**config.mk**
```make
export PLATFORM = sky130hd
export DESIGN_NAME = quadrature_knob_decoder_flat
export DESIGN_NICKNAME = d
export VERILOG_FILES = /design/src/rtl/qkd_pkg.sv /design/src/rtl/qkd_if.sv /design/src/rtl/quadrature_knob_decoder.sv /design/src/flat_wrapper.sv
export VERILOG_INCLUDE_DIRS = /design/src /design/src/rtl
export SDC_FILE = /design/constraint.sdc
export NUM_CORES = 2
export LEC_CHECK = 0
export ABC_AREA = 1
export BUFFER_PORTS_ARGS = -buffer_cell sky130_fd_sc_hd__buf_2
export CELL_PAD_IN_SITES_DETAIL_PLACEMENT = 0
export CELL_PAD_IN_SITES_GLOBAL_PLACEMENT = 1
export CORE_ASPECT_RATIO = 1.75
export CORE_UTILIZATION = 40
export DETAILED_ROUTE_END_ITERATION = 16
export PLACE_DENSITY = 0.75
export SLEW_MARGIN = 5
export SYNTH_ARGS = -nofsm -noshare
export SYNTH_HDL_FRONTEND = slang
export SYNTH_SLANG_ARGS = --single-unit
```
**constraint.sdc**
```tcl
create_clock -name i_clk -period 8.6 [get_ports i_clk]
set_input_delay 1.72 -clock i_clk [delete_from_list [all_inputs] [get_ports i_clk]]
set_output_delay 1.72 -clock i_clk [all_outputs]
set_load 0.005 [all_outputs]
```
**src/rtl/quadrature_knob_decoder_defines.svh**
```systemverilog
// ----------------------------------------------------------------------------
// Quadrature knob decoder assertion macros
// Concurrent check wrappers on i_clk, disabled while i_rst_n is low.
// ----------------------------------------------------------------------------
`ifndef QUADRATURE_KNOB_DECODER_DEFINES_SVH
`define QUADRATURE_KNOB_DECODER_DEFINES_SVH

`ifndef SYNTHESIS

`define QKD_ASSERT_IMP(lbl, ante, cons) \
    lbl: assert property (@(posedge i_clk) disable iff (!i_rst_n) (ante) |-> (cons)) \
        else $error("qkd: same-cycle check failed");

`define QKD_ASSERT_NXT(lbl, ante, cons) \
    lbl: assert property (@(posedge i_clk) disable iff (!i_rst_n) (ante) |=> (cons)) \
        else $error("qkd: next-cycle check failed");

`else

`define QKD_ASSERT_IMP(lbl, ante, cons)

`define QKD_ASSERT_NXT(lbl, ante, cons)

`endif

`endif

```
**src/rtl/qkd_pkg.sv**
```systemverilog
// ----------------------------------------------------------------------------
// Quadrature knob decoder package
// Widths, codes, sequencer types and the Gray transition table.
// ----------------------------------------------------------------------------
package qkd_pkg;

    localparam int POS_W     = 32;
    localparam int SCALE_W   = 8;
    localparam int DEB_W     = 16;
    localparam int PROD_W    = POS_W + SCALE_W;
    localparam int QUO_W     = PROD_W + 1;
    localparam int REM_W     = SCALE_W + 1;
    localparam int CNT_W     = $clog2(PROD_W + 1);
    localparam int CFG_IDX_W = 3;
    localparam int CFG_W     = 32;

    localparam logic [POS_W-1:0] BOUNCE_REJECT_MS = POS_W'(5);
    localparam logic [DEB_W-1:0] DEBOUNCE_MIN_MS  = DEB_W'(5);

    typedef logic signed [1:0] t_step;

    localparam t_step STEP_NONE = 2'sb00;
    localparam t_step STEP_FWD  = 2'sb01;
    localparam t_step STEP_REV  = 2'sb11;

    typedef enum logic [CFG_IDX_W-1:0] {
        CFG_INVERT   = 3'd0,
        CFG_BUTTON   = 3'd1,
        CFG_DEBOUNCE = 3'd2,
        CFG_NUM      = 3'd3,
        CFG_DEN      = 3'd4,
        CFG_LIMITS   = 3'd5,
        CFG_MIN      = 3'd6,
        CFG_MAX      = 3'd7
    } t_cfg_idx;

    typedef enum logic [1:0] {
        S_IDLE,
        S_MUL,
        S_DIV,
        S_EVAL
    } t_state;

    typedef enum logic [1:0] {
        PH_LIMIT,
        PH_PULL,
        PH_VALUE
    } t_phase;

    function automatic t_step gray_step(input logic [3:0] idx);
        t_step s;
        unique case (idx)
            4'd0:    s = STEP_NONE;
            4'd1:    s = STEP_REV;
            4'd2:    s = STEP_FWD;
            4'd3:    s = STEP_NONE;
            4'd4:    s = STEP_FWD;
            4'd5:    s = STEP_NONE;
            4'd6:    s = STEP_NONE;
            4'd7:    s = STEP_REV;
            4'd8:    s = STEP_REV;
            4'd9:    s = STEP_NONE;
            4'd10:   s = STEP_NONE;
            4'd11:   s = STEP_FWD;
            4'd12:   s = STEP_NONE;
            4'd13:   s = STEP_FWD;
            4'd14:   s = STEP_REV;
            default: s = STEP_NONE;
        endcase
        return s;
    endfunction

    function automatic logic signed [POS_W-1:0] sat32(input logic signed [QUO_W-1:0] v);
        logic signed [QUO_W-1:0] vmax;
        logic signed [QUO_W-1:0] vmin;
        vmax = QUO_W'({1'b0, {(POS_W-1){1'b1}}});
        vmin = -vmax - QUO_W'(1);
        if (v > vmax) begin
            return {1'b0, {(POS_W-1){1'b1}}};
        end else if (v < vmin) begin
            return {1'b1, {(POS_W-1){1'b0}}};
        end
        return v[POS_W-1:0];
    endfunction

endpackage

```
**src/rtl/qkd_if.sv**
```systemverilog
// ----------------------------------------------------------------------------
// Quadrature knob decoder channels
// Valid/ready sample channel and result channel.
// ----------------------------------------------------------------------------
interface qkd_in_if;
    import qkd_pkg::*;

    logic             valid;
    logic             ready;
    logic             a_first;
    logic             b_first;
    logic             a_second;
    logic             b_second;
    logic             switch_level;
    logic [POS_W-1:0] now_ms;

    modport source (
        output valid, a_first, b_first, a_second, b_second, switch_level, now_ms,
        input  ready
    );

    modport sink (
        input  valid, a_first, b_first, a_second, b_second, switch_level, now_ms,
        output ready
    );
endinterface

interface qkd_out_if;
    import qkd_pkg::*;

    logic                    valid;
    logic                    ready;
    logic signed [1:0]       step;
    logic signed [POS_W-1:0] scaled_value;
    logic                    frame_unstable;
    logic                    button_down;
    logic                    press_pulse;
    logic                    release_pulse;

    modport source (
        output valid, step, scaled_value, frame_unstable, button_down, press_pulse,
               release_pulse,
        input  ready
    );

    modport sink (
        input  valid, step, scaled_value, frame_unstable, button_down, press_pulse,
               release_pulse,
        output ready
    );
endinterface

```
**src/rtl/quadrature_knob_decoder.sv**
```systemverilog
// Each accepted word passes through a 40-step bit-serial divider, which runs once per word and
// three times when the position is pulled back; no new word is taken until its result is registered.
// A new word is taken while the previous result word still waits at the output.
// Reset (synchronous, active low) restores control, position, decoder and config registers to defaults;
// the serial datapath and result/output payload registers are not reset.
// ----------------------------------------------------------------------------
// Quadrature knob decoder
// Gray step decoding with bounce reject, wrapping position, serial scaling,
// limit pull-back and clamping, and push-button debounce.
// ----------------------------------------------------------------------------
`include "quadrature_knob_decoder_defines.svh"

module quadrature_knob_decoder (
    input  logic                           i_clk,
    input  logic                           i_rst_n,
    qkd_in_if.sink                         i_in,
    qkd_out_if.source                      o_out,
    input  logic                           i_cfg_we,
    input  logic [qkd_pkg::CFG_IDX_W-1:0]  i_cfg_idx,
    input  logic [qkd_pkg::CFG_W-1:0]      i_cfg_data
);
    import qkd_pkg::*;

    t_state r_state, n_state;
    t_phase r_phase, n_phase;

    logic                    r_cfg_invert;
    logic                    r_cfg_button;
    logic [DEB_W-1:0]        r_cfg_debounce;
    logic [SCALE_W-1:0]      r_cfg_num;
    logic [SCALE_W-1:0]      r_cfg_den;
    logic                    r_cfg_limits;
    logic signed [POS_W-1:0] r_cfg_min;
    logic signed [POS_W-1:0] r_cfg_max;

    logic signed [POS_W-1:0] r_pos, n_pos;
    logic [1:0]              r_prev_ab, n_prev_ab;
    t_step                   r_last_dir, n_last_dir;
    logic [POS_W-1:0]        r_last_time, n_last_time;
    logic                    r_sw_prev, n_sw_prev;
    logic                    r_sw_stable, n_sw_stable;
    logic [POS_W-1:0]        r_sw_time, n_sw_time;

    logic signed [POS_W-1:0] r_op, n_op;
    logic [SCALE_W-1:0]      r_mult, n_mult;
    logic [SCALE_W-1:0]      r_divisor, n_divisor;
    logic                    r_neg, n_neg;
    logic [PROD_W-1:0]       r_dvd, n_dvd;
    logic [REM_W-1:0]        r_rem, n_rem;
    logic [CNT_W-1:0]        r_cnt, n_cnt;

    t_step                   r_res_step, n_res_step;
    logic                    r_res_unstable, n_res_unstable;
    logic                    r_res_down, n_res_down;
    logic                    r_res_press, n_res_press;
    logic                    r_res_release, n_res_release;

    logic                    r_out_valid, n_out_valid;
    t_step                   r_out_step, n_out_step;
    logic signed [POS_W-1:0] r_out_value, n_out_value;
    logic                    r_out_unstable, n_out_unstable;
    logic                    r_out_down, n_out_down;
    logic                    r_out_press, n_out_press;
    logic                    r_out_release, n_out_release;

    logic [SCALE_W-1:0]      w_num;
    logic [SCALE_W-1:0]      w_den;
    logic [DEB_W-1:0]        w_debounce;
    logic signed [POS_W-1:0] w_lo;
    logic signed [POS_W-1:0] w_hi;

    logic                    w_accept;
    logic                    w_unstable;
    logic [1:0]              w_cur_ab;
    t_step                   w_raw_d;
    t_step                   w_d;
    logic                    w_back;
    logic                    w_take;
    logic                    w_pressed;
    logic [POS_W-1:0]        w_chg_time;
    logic                    w_flip;

    logic [POS_W-1:0]        w_mag;
    logic [REM_W-1:0]        w_rem_sh;
    logic                    w_ge;
    logic signed [QUO_W-1:0] w_q;
    logic signed [QUO_W-1:0] w_lo_x;
    logic signed [QUO_W-1:0] w_hi_x;
    logic                    w_gt_hi;
    logic                    w_lt_lo;
    logic signed [POS_W-1:0] w_final;
    logic                    w_out_free;
    logic                    w_last_pass;

    // ---------------------------------------------------------------- config
    always_ff @(posedge i_clk) begin
        if (!i_rst_n) begin
            r_cfg_invert   <= 1'b0;
            r_cfg_button   <= 1'b1;
            r_cfg_debounce <= DEB_W'(30);
            r_cfg_num      <= SCALE_W'(1);
            r_cfg_den      <= SCALE_W'(1);
            r_cfg_limits   <= 1'b0;
            r_cfg_min      <= '0;
            r_cfg_max      <= '0;
        end else if (i_cfg_we) begin
            unique case (t_cfg_idx'(i_cfg_idx))
                CFG_INVERT:   r_cfg_invert   <= i_cfg_data[0];
                CFG_BUTTON:   r_cfg_button   <= i_cfg_data[0];
                CFG_DEBOUNCE: r_cfg_debounce <= i_cfg_data[DEB_W-1:0];
                CFG_NUM:      r_cfg_num      <= i_cfg_data[SCALE_W-1:0];
                CFG_DEN:      r_cfg_den      <= i_cfg_data[SCALE_W-1:0];
                CFG_LIMITS:   r_cfg_limits   <= i_cfg_data[0];
                CFG_MIN:      r_cfg_min      <= i_cfg_data[POS_W-1:0];
                CFG_MAX:      r_cfg_max      <= i_cfg_data[POS_W-1:0];
                default:      r_cfg_limits   <= r_cfg_limits;
            endcase
        end
    end

    always_comb begin
        w_num      = (r_cfg_num == '0) ? SCALE_W'(1) : r_cfg_num;
        w_den      = (r_cfg_den == '0) ? SCALE_W'(1) : r_cfg_den;
        w_debounce = (r_cfg_debounce < DEBOUNCE_MIN_MS) ? DEBOUNCE_MIN_MS : r_cfg_debounce;
        w_lo       = (r_cfg_min > r_cfg_max) ? r_cfg_max : r_cfg_min;
        w_hi       = (r_cfg_min > r_cfg_max) ? r_cfg_min : r_cfg_max;
    end

    // ---------------------------------------------------------- sample decode
    always_comb begin
        w_accept   = i_in.valid && i_in.ready;
        w_unstable = (i_in.a_first != i_in.a_second) || (i_in.b_first != i_in.b_second);
        w_cur_ab   = {i_in.a_first, i_in.b_first};
        w_raw_d    = gray_step({r_prev_ab, w_cur_ab});
        w_d        = r_cfg_invert ? -w_raw_d : w_raw_d;
        w_back     = (r_last_dir != STEP_NONE) && (w_d == -r_last_dir)
                     && ((i_in.now_ms - r_last_time) < BOUNCE_REJECT_MS);
        w_take     = !w_unstable && (w_d != STEP_NONE) && !w_back;
        w_pressed  = !i_in.switch_level;
        w_chg_time = (w_pressed != r_sw_prev) ? i_in.now_ms : r_sw_time;
        w_flip     = ((i_in.now_ms - w_chg_time) >= POS_W'(w_debounce))
                     && (w_pressed != r_sw_stable);
    end

    // -------------------------------------------------------- serial datapath
    always_comb begin
        w_mag       = r_op[POS_W-1] ? POS_W'(-r_op) : POS_W'(r_op);
        w_rem_sh    = {r_rem[REM_W-2:0], r_dvd[PROD_W-1]};
        w_ge        = w_rem_sh >= REM_W'(r_divisor);
        w_q         = r_neg ? -QUO_W'({1'b0, r_dvd}) : QUO_W'({1'b0, r_dvd});
        w_lo_x      = QUO_W'(w_lo);
        w_hi_x      = QUO_W'(w_hi);
        w_gt_hi     = w_q > w_hi_x;
        w_lt_lo     = w_q < w_lo_x;
        w_out_free  = !r_out_valid || o_out.ready;
        w_last_pass = (r_phase == PH_VALUE) || ((r_phase == PH_LIMIT) && !w_gt_hi && !w_lt_lo);
        if (r_cfg_limits && w_lt_lo) begin
            w_final = w_lo;
        end else if (r_cfg_limits && w_gt_hi) begin
            w_final = w_hi;
        end else begin
            w_final = sat32(w_q);
        end
    end

    // ------------------------------------------------------------ next state
    always_comb begin
        n_state = r_state;
        unique case (r_state)
            S_IDLE: begin
                if (w_accept) begin
                    n_state = S_MUL;
                end
            end
            S_MUL: begin
                n_state = S_DIV;
            end
            S_DIV: begin
                if (r_cnt == CNT_W'(1)) begin
                    n_state = S_EVAL;
                end
            end
            S_EVAL: begin
                if (!w_last_pass) begin
                    n_state = S_MUL;
                end else if (w_out_free) begin
                    n_state = S_IDLE;
                end
            end
            default: n_state = S_IDLE;
        endcase
    end

    // -------------------------------------------------------- datapath update
    always_comb begin
        n_phase        = r_phase;
        n_pos          = r_pos;
        n_prev_ab      = r_prev_ab;
        n_last_dir     = r_last_dir;
        n_last_time    = r_last_time;
        n_sw_prev      = r_sw_prev;
        n_sw_stable    = r_sw_stable;
        n_sw_time      = r_sw_time;
        n_op           = r_op;
        n_mult         = r_mult;
        n_divisor      = r_divisor;
        n_neg          = r_neg;
        n_dvd          = r_dvd;
        n_rem          = r_rem;
        n_cnt          = r_cnt;
        n_res_step     = r_res_step;
        n_res_unstable = r_res_unstable;
        n_res_down     = r_res_down;
        n_res_press    = r_res_press;
        n_res_release  = r_res_release;
        n_out_valid    = r_out_valid && !o_out.ready;
        n_out_step     = r_out_step;
        n_out_value    = r_out_value;
        n_out_unstable = r_out_unstable;
        n_out_down     = r_out_down;
        n_out_press    = r_out_press;
        n_out_release  = r_out_release;

        unique case (r_state)
            S_IDLE: begin
                if (w_accept) begin
                    n_res_unstable = w_unstable;
                    n_res_step     = w_take ? w_d : STEP_NONE;
                    n_op           = r_pos;
                    if (!w_unstable) begin
                        n_prev_ab = w_cur_ab;
                    end
                    if (w_take) begin
                        n_pos       = r_pos + POS_W'(w_d);
                        n_op        = r_pos + POS_W'(w_d);
                        n_last_dir  = w_d;
                        n_last_time = i_in.now_ms;
                    end
                    n_res_down    = 1'b0;
                    n_res_press   = 1'b0;
                    n_res_release = 1'b0;
                    if (r_cfg_button) begin
                        n_sw_time  = w_chg_time;
                        n_sw_prev  = w_pressed;
                        n_res_down = r_sw_stable;
                        if (w_flip) begin
                            n_sw_stable   = w_pressed;
                            n_res_down    = w_pressed;
                            n_res_press   = w_pressed;
                            n_res_release = !w_pressed;
                        end
                    end
                    n_mult    = w_num;
                    n_divisor = w_den;
                    n_phase   = r_cfg_limits ? PH_LIMIT : PH_VALUE;
                end
            end
            S_MUL: begin
                n_neg = r_op[POS_W-1];
                n_dvd = PROD_W'(w_mag) * PROD_W'(r_mult);
                n_rem = '0;
                n_cnt = CNT_W'(PROD_W);
            end
            S_DIV: begin
                n_rem = w_ge ? (w_rem_sh - REM_W'(r_divisor)) : w_rem_sh;
                n_dvd = {r_dvd[PROD_W-2:0], w_ge};
                n_cnt = r_cnt - CNT_W'(1);
            end
            S_EVAL: begin
                if (r_phase == PH_LIMIT && (w_gt_hi || w_lt_lo)) begin
                    n_op      = w_gt_hi ? w_hi : w_lo;
                    n_mult    = w_den;
                    n_divisor = w_num;
                    n_phase   = PH_PULL;
                end else if (r_phase == PH_PULL) begin
                    n_pos     = sat32(w_q);
                    n_op      = sat32(w_q);
                    n_mult    = w_num;
                    n_divisor = w_den;
                    n_phase   = PH_VALUE;
                end else if (w_out_free) begin
                    n_out_valid    = 1'b1;
                    n_out_step     = r_res_step;
                    n_out_value    = w_final;
                    n_out_unstable = r_res_unstable;
                    n_out_down     = r_res_down;
                    n_out_press    = r_res_press;
                    n_out_release  = r_res_release;
                end
            end
            default: n_cnt = r_cnt;
        endcase
    end

    always_ff @(posedge i_clk) begin
        if (!i_rst_n) begin
            r_state     <= S_IDLE;
            r_phase     <= PH_VALUE;
            r_pos       <= '0;
            r_prev_ab   <= '0;
            r_last_dir  <= STEP_NONE;
            r_last_time <= '0;
            r_sw_prev   <= 1'b0;
            r_sw_stable <= 1'b0;
            r_sw_time   <= '0;
            r_cnt       <= '0;
            r_out_valid <= 1'b0;
        end else begin
            r_state     <= n_state;
            r_phase     <= n_phase;
            r_pos       <= n_pos;
            r_prev_ab   <= n_prev_ab;
            r_last_dir  <= n_last_dir;
            r_last_time <= n_last_time;
            r_sw_prev   <= n_sw_prev;
            r_sw_stable <= n_sw_stable;
            r_sw_time   <= n_sw_time;
            r_cnt       <= n_cnt;
            r_out_valid <= n_out_valid;
        end
    end

    always_ff @(posedge i_clk) begin
        r_op           <= n_op;
        r_mult         <= n_mult;
        r_divisor      <= n_divisor;
        r_neg          <= n_neg;
        r_dvd          <= n_dvd;
        r_rem          <= n_rem;
        r_res_step     <= n_res_step;
        r_res_unstable <= n_res_unstable;
        r_res_down     <= n_res_down;
        r_res_press    <= n_res_press;
        r_res_release  <= n_res_release;
        r_out_step     <= n_out_step;
        r_out_value    <= n_out_value;
        r_out_unstable <= n_out_unstable;
        r_out_down     <= n_out_down;
        r_out_press    <= n_out_press;
        r_out_release  <= n_out_release;
    end

    // --------------------------------------------------------------- outputs
    always_comb begin
        i_in.ready           = (r_state == S_IDLE);
        o_out.valid          = r_out_valid;
        o_out.step           = r_out_step;
        o_out.scaled_value   = r_out_value;
        o_out.frame_unstable = r_out_unstable;
        o_out.button_down    = r_out_down;
        o_out.press_pulse    = r_out_press;
        o_out.release_pulse  = r_out_release;
    end

    // ------------------------------------------------------------ assertions
    `QKD_ASSERT_NXT(a_accept_starts_mul, i_in.valid && i_in.ready, r_state == S_MUL)
    `QKD_ASSERT_IMP(a_unstable_no_step, r_out_valid && r_out_unstable, r_out_step == STEP_NONE)
    `QKD_ASSERT_IMP(a_press_sets_down, r_out_valid && r_out_press, r_out_down && !r_out_release)
    `QKD_ASSERT_NXT(a_div_count_down, r_state == S_DIV && r_cnt != CNT_W'(1), r_state == S_DIV)

endmodule
```
**src/flat_wrapper.sv**
```systemverilog
// flat-port wrapper written by rule: the top's interface ports become plain ports
module quadrature_knob_decoder_flat import qkd_pkg::*;
  (i_clk, i_rst_n, i_cfg_we, i_cfg_idx, i_cfg_data, i_in_valid, i_in_a_first, i_in_b_first, i_in_a_second, i_in_b_second, i_in_switch_level, i_in_now_ms, i_in_ready, o_out_valid, o_out_step, o_out_scaled_value, o_out_frame_unstable, o_out_button_down, o_out_press_pulse, o_out_release_pulse, o_out_ready);
  qkd_in_if i_in_i ();
  qkd_out_if o_out_i ();
  input  logic i_clk;
  input  logic i_rst_n;
  input  logic i_cfg_we;
  input  logic [qkd_pkg::CFG_IDX_W-1:0] i_cfg_idx;
  input  logic [qkd_pkg::CFG_W-1:0] i_cfg_data;
  input wire logic [$bits(i_in_i.valid)-1:0] i_in_valid;
  input wire logic [$bits(i_in_i.a_first)-1:0] i_in_a_first;
  input wire logic [$bits(i_in_i.b_first)-1:0] i_in_b_first;
  input wire logic [$bits(i_in_i.a_second)-1:0] i_in_a_second;
  input wire logic [$bits(i_in_i.b_second)-1:0] i_in_b_second;
  input wire logic [$bits(i_in_i.switch_level)-1:0] i_in_switch_level;
  input wire logic [$bits(i_in_i.now_ms)-1:0] i_in_now_ms;
  output wire logic [$bits(i_in_i.ready)-1:0] i_in_ready;
  output wire logic [$bits(o_out_i.valid)-1:0] o_out_valid;
  output wire logic [$bits(o_out_i.step)-1:0] o_out_step;
  output wire logic [$bits(o_out_i.scaled_value)-1:0] o_out_scaled_value;
  output wire logic [$bits(o_out_i.frame_unstable)-1:0] o_out_frame_unstable;
  output wire logic [$bits(o_out_i.button_down)-1:0] o_out_button_down;
  output wire logic [$bits(o_out_i.press_pulse)-1:0] o_out_press_pulse;
  output wire logic [$bits(o_out_i.release_pulse)-1:0] o_out_release_pulse;
  input wire logic [$bits(o_out_i.ready)-1:0] o_out_ready;
  assign i_in_i.valid = i_in_valid;
  assign i_in_i.a_first = i_in_a_first;
  assign i_in_i.b_first = i_in_b_first;
  assign i_in_i.a_second = i_in_a_second;
  assign i_in_i.b_second = i_in_b_second;
  assign i_in_i.switch_level = i_in_switch_level;
  assign i_in_i.now_ms = i_in_now_ms;
  assign i_in_ready = i_in_i.ready;
  assign o_out_valid = o_out_i.valid;
  assign o_out_step = o_out_i.step;
  assign o_out_scaled_value = o_out_i.scaled_value;
  assign o_out_frame_unstable = o_out_i.frame_unstable;
  assign o_out_button_down = o_out_i.button_down;
  assign o_out_press_pulse = o_out_i.press_pulse;
  assign o_out_release_pulse = o_out_i.release_pulse;
  assign o_out_i.ready = o_out_ready;
  quadrature_knob_decoder u_core (.i_clk(i_clk), .i_rst_n(i_rst_n), .i_in(i_in_i), .o_out(o_out_i), .i_cfg_we(i_cfg_we), .i_cfg_idx(i_cfg_idx), .i_cfg_data(i_cfg_data));
endmodule
```
### Word-level counts from Yosys, hierarchy flattened

Memories as Yosys holds them, arrays and structs flattened.
Index checks and enable logic that the tools add are counted.

* bits in registers: 353
* memory bits (read-only): 32
* input bits: 77
* word-level logic and storage cells: 189
* memories: 1

* $add $sub $neg: 9
* multiply operators: 1
* order comparisons: 9
* eq/ne operators: 24
* muxes and demuxes: 57
* bitwise gates (word level): 3
* reduce and logical (&&, ||, !) cells: 49

Memories
* (no name shown): depth 16, bits a word 2, rd ports 1, clocked after memory_dff 0, write ports 0, line qkd_pkg.sv:52 `unique case (idx)`

Operator list (count)
* $mux 32: 16
* $pmux 32 s2: 2
* $pmux 40 s2: 1
* $mux 8: 9
* $sub 32x32->32: 2
* $pmux 8 s2: 3
* $gt 41x32->1: 1
* $gt 41x32->1 const B: 1
* $lt 41x32->1: 1
* $lt 41x32->1 const B: 1
* $mux 41: 1
* $neg 40->41: 1
* $mul 32x8->40: 1
* $add 32x2->32: 1
* $ge 32x16->1: 1
* $gt 32x32->1: 1
* $lt 32x3->1 const B: 1
* $neg 32->32: 1
* $reduce_and 2->1: 10
* $mux 2: 9
* $logic_not 8->1: 2
* $lt 16x3->1 const B: 1
* $mux 16: 1
* $reduce_and 3->1: 5
* 28 further kinds: 79

### Longest topological paths before layout

* word-level depth: 12
* mapped depth: 44

### Worst setup path before layout

Ideal clock, no wire load.

* path kind: input-to-reg
* from: in i_in_b_first
* to: reg u_core.r_op[23] (data pin)
* arrival time: 6.606 ns
* required time: 8.332 ns
* slack: 1.726 ns
* cell stages on the path: 26
* path buffers: 0
* path through: inv_1 > ha_1 > xnor2_1 > xor2_1 > inv_1 > nand2_1 > xor2_1 > ha_1 > a21o_1 > a31oi_1 > o21ai_0 > nand2_1 > nand2_1 > nand2_1 > nand2_1 > nand3_1 > nand2_1 > a21oi_1 > o21ai_0 > nand2_1 > o21ai_0 > xor2_1 > o21ai_0 > inv_1 > o21ai_0 > nand3_1

* cells in the longest elaborated chain, start to end: 11
* elaborated cells between the ends (all ways): 17
* those cells by class: add/sub (2); eq/ne (2); mux (4); reduce/logical (8); memory (1)

RTL lines
* start: declaration: line flat_wrapper.sv:13 `input wire logic [$bits(i_in_i.b_first)-1:0] i_in_b_first;`
* $mem_v2 16x2 *
* $neg 2->2: line quadrature_knob_decoder.sv:135 `w_d = r_cfg_invert ? -w_raw_d : w_raw_d;`
* $mux 2 *: line quadrature_knob_decoder.sv:135
* via u_core.w_d[0]: line quadrature_knob_decoder.sv:76 `t_step w_d;`
* branches (longest 5 deep; another with $add 32x2->32)
* $mux 32 *: line quadrature_knob_decoder.sv:233 `if (w_take) begin`
* $mux 32 *: line quadrature_knob_decoder.sv:226 `if (w_accept) begin`
* $pmux 32 s2 *: line quadrature_knob_decoder.sv:224 `unique case (r_state)`
* via u_core.n_op[23]: line quadrature_knob_decoder.sv:44 `logic signed [POS_W-1:0] r_op, n_op;`
* end signal: assignment: line quadrature_knob_decoder.sv:324 `r_op <= n_op;`
* end: declaration: line quadrature_knob_decoder.sv:44

Mark *: on every way through the listed nets, which the timed path passes. The select of a mux whose other input is x is not followed.
A chain may end at the register's enable or synchronous reset.

### Final worst setup path

* from: reg u_core.r_op[0]
* to: reg u_core.r_dvd[38] (data pin)

* cells in the longest elaborated chain, start to end: 4

RTL lines
* $neg 32->32: line quadrature_knob_decoder.sv:147 `w_mag = r_op[POS_W-1] ? POS_W'(-r_op) : POS_W'(r_op);`
* $mux 32 *: line quadrature_knob_decoder.sv:147
* $mul 32x8->40 *: line quadrature_knob_decoder.sv:260 `n_dvd = PROD_W'(w_mag) * PROD_W'(r_mult);`
* $pmux 40 s2 *: line quadrature_knob_decoder.sv:224
* via u_core.n_dvd[38]: line quadrature_knob_decoder.sv:48 `logic [PROD_W-1:0] r_dvd, n_dvd;`
* end signal: assignment: line quadrature_knob_decoder.sv:328 `r_dvd <= n_dvd;`
* end: declaration: line quadrature_knob_decoder.sv:48

The timed path passes the listed nets; every way through them passes the cells marked *.

==> flow_summary.json <==
{
  "ys_types": 67,
  "vias": 29900,
  "cts_tree": "done",
  "first_pass_iters": 12,
  "yosysSeqAreaShare": 0.254,
  "drtIter0Drc": 1429,
  "ant_nets": 0,
  "synthAdderAreaFrac": 0.223,
  "min_period_ns": 7.85,
  "worst-setup-path-type": "reg -> reg",
  "grt_pass1_vias": 30300,
  "grt_util_met3": 0.0290,
  "synth_top_family_by_area": "adder cells",
  "syn-cell-area_um2": 33400,
  "core_area_um2": 82400,
  "reg2reg_from": "u_core.r_op[0]",
  "yosys.area.top_type": "dfxtp_1",
  "r2r_end": "u_core.r_dvd[38]",
  "violations": "DRC",
  "slew_viol_final": 0,
  "synthXorXnorAreaFrac": 0.0419,
  "grt_max_degree": 73,
  "start_util": 0.405,
  "vias_per_cell": 5.30,
  "layout-drive-gt1-share": 0.0746,
  "maxSlewHeadroom": 0.298,
  "synth_top_cell_area_share": 0.127,
  "ctsHtreeMaxLevel": 2,
  "drt_wl_total_um": 108000,
  "synth_fp_nets": 5061,
  "die_w_um": 220,
  "gr-usage-met1": 0.259,
  "r2r_slack_ns": 0.75,
  "avgRoutedWirePerCell_um": 19.2,
  "synth_ff_type": "dfxtp_1",
  "finalSetupViolations": 0,
  "io-pin-count": 117,
  "final_nets": 5119,
  "muxShareOfSynthArea": 0.00869,
  "synth_common_cells": "nand2_1, inv_1, o21ai_0, a21oi_1, nor2_1",
  "grt_use_met2": 0.502,
  "cts_root_buf": "clkbuf_16",
  "rsz0062_at_grt": "false",
  "antenna_found_initial": 15,
  "timing.fmax_mhz": 127,
  "cts_sinks": 353,
  "rows": 139,
  "post_cts_buffers": 0,
  "worstHoldPathCells": 0,
  "period_share": 0.913,
  "clk_path_buf_depth": 3,
  "max_cap_viol_count": 0,
  "finalHoldViolations": 0,
  "tightest_slew_ns": 1.04,
  "port_buffers": 116,
  "synth_edf_count": 141,
  "avgSynthCellArea_um2": 7.43,
  "grt.overflow.total": 0,
  "path_max_fanout": 10,
  "dp_hpwl_um": 90400,
  "crit_path_end_kind": "flip-flop",
  "hold_path_end": "u_core.o_out.step[1]",
  "synth_compound_gate_area_share": 0.180,
  "cts_made_buffers": 38,
  "slowest_delay_ns": 0.57,
  "fin_tns_setup_ns": 0,
  "required_ns": 8.90,
  "startpoint_type": "flip-flop",
  "async_flop_share": 0,
  "r2r.worst_path.cells": 35,
  "clock_latency_ns": 0.57,
  "die_y_um": 384,
  "final_core_util": 0.445,
  "yosys_warnings": 0,
  "synth_area_leaders": "dfxtp_1, edfxtp_1, ha_1",
  "cpMaxStageDelayCell": "fa_1",
  "clock_skew_ns": 0.0249,
  "syn_inst": 4498,
  "top_usage_layer": "met2",
  "yosys.cell_count.top_type": "nand2_1",
  "dieArea_um2": 84700,
  "n_fill_cell": 8559,
  "synth-simple-area-share": 0.193,
  "holdCritStartpoint": "u_core.r_res_step[1]",
  "grt_usage": 0.259,
  "cpMostUsedCell": "inv_1",
  "grt_first_pass_wirelength_um": 168000,
  "synth_seq_cells": 353,
  "area_growth_pct": 9.70,
  "worstHoldPathType": "reg -> reg",
  "drc_errors": 8,
  "gp_congestion": 0.972,
  "path_clk_slew_ns": 0.07,
  "cp_data_arrival_time_ns": 8.15,
  "status": "complete, but fails checks"
}
cell type report:
class | count | area, um2 | share of cell area
Multi-Input combinational cell | 3286 | 21700 | 0.592
Tap cell | 1057 | 1320 | 0.0361
Sequential cell | 353 | 8480 | 0.231
Clock buffer | 46 | 1010 | 0.0276
Antenna cell | 5 | 12.5 | 0.000341
Clock inverter | 22 | 399 | 0.0109
Timing Repair Buffer | 180 | 1110 | 0.0304
Inverter | 697 | 2620 | 0.0714
flip-flops by register name (all words and copies together), names as in the netlist, 2 cells and up:
name,cells
u_core.r_cfg_num,8
u_core.r_cfg_max,32
u_core.r_op,32
u_core.r_res_step,2
u_core.o_out.scaled_value,32
u_core.r_phase,2
u_core.r_last_time,32
u_core.r_cfg_den,8
u_core.r_last_dir,2
u_core.r_sw_time,32
u_core.r_mult,8
u_core.r_pos,32
u_core.r_divisor,8
u_core.r_dvd,40
u_core.r_rem,8
u_core.o_out.step,2
u_core.r_state,2
u_core.r_prev_ab,2
u_core.r_cfg_debounce,16
u_core.r_cfg_min,32
u_core.r_cnt,6
cell families after synthesis:
logic type      Yosys count
compound gates         1092
simple gates           1522
buf+inv                 859
xor+xnor                157
flops                   353
mux                      29
fa+ha+maj               486
worst max path at each step:
stage                       endpoint  slack (ns)      startpoint  cells after the start
floorplan            u_core.r_op[23]        1.73    i_in_b_first                     26
detailed placement  u_core.r_dvd[38]        0.50  u_core.r_op[0]                     35
finish              u_core.r_dvd[38]        0.75  u_core.r_op[0]                     35
global placement    u_core.r_dvd[38]        0.46  u_core.r_op[0]                     35
CTS                 u_core.r_dvd[38]        0.47  u_core.r_op[0]                     35
global route        u_core.r_dvd[38]        0.02  u_core.r_op[0]                     36
critical path: cells and delay by family, from the launching register on:
family          cells  cell delay [ns]
compound gates      8             1.14
buf+inv             8             0.79
flops               1             0.56
fa+ha+maj           6             2.64
simple gates       12             2.29
xor+xnor            1             0.11
layer usage:
metal / part of all wire / up-vias / wire length [um]
li1: - / 15000 / -
met1: 0.36 / 14000 / 38800
met2: 0.54 / 638 / 58300
met3: 0.034 / 251 / 3730
met4: 0.068 / 20 / 7340
met5: 0.0012 / - / 132
stage by stage:
stage	hold slack [ns]	setup slack, ns	instances	cell area, um2
after global routing	0.430	0.0249	5643	36600
after global placement	0.405	0.456	5573	35200
after detailed placement	0.413	0.502	5573	35200
after CTS	0.419	0.468	5641	36600
final	0.420	0.745	5646	36700
after floorplan	0.400	1.73	4498	33400
placed cells by master, fill, tap and decap left out, types with 38 or more instances in the layout:
cell type,count
buf_2,115
nand3_1,156
nor2_1,367
clkbuf_16,38
ha_1,301
fa_1,184
nand2_1,816
a21oi_1,393
xnor2_1,48
a31oi_1,44
inv_1,674
o21ai_0,446
xor2_1,105
nand4_1,38
buf_4,61
dfxtp_1,212
o211ai_1,77
edfxtp_1,141
repair_timing:
action,in CTS,in global routing
gates resized for setup,0,2
hold buffers,0,0
setup endpoints to repair,0,1
Power is not shown: default switching activity piles up to over one toggle a cycle in this logic, so the estimate is an artifact.
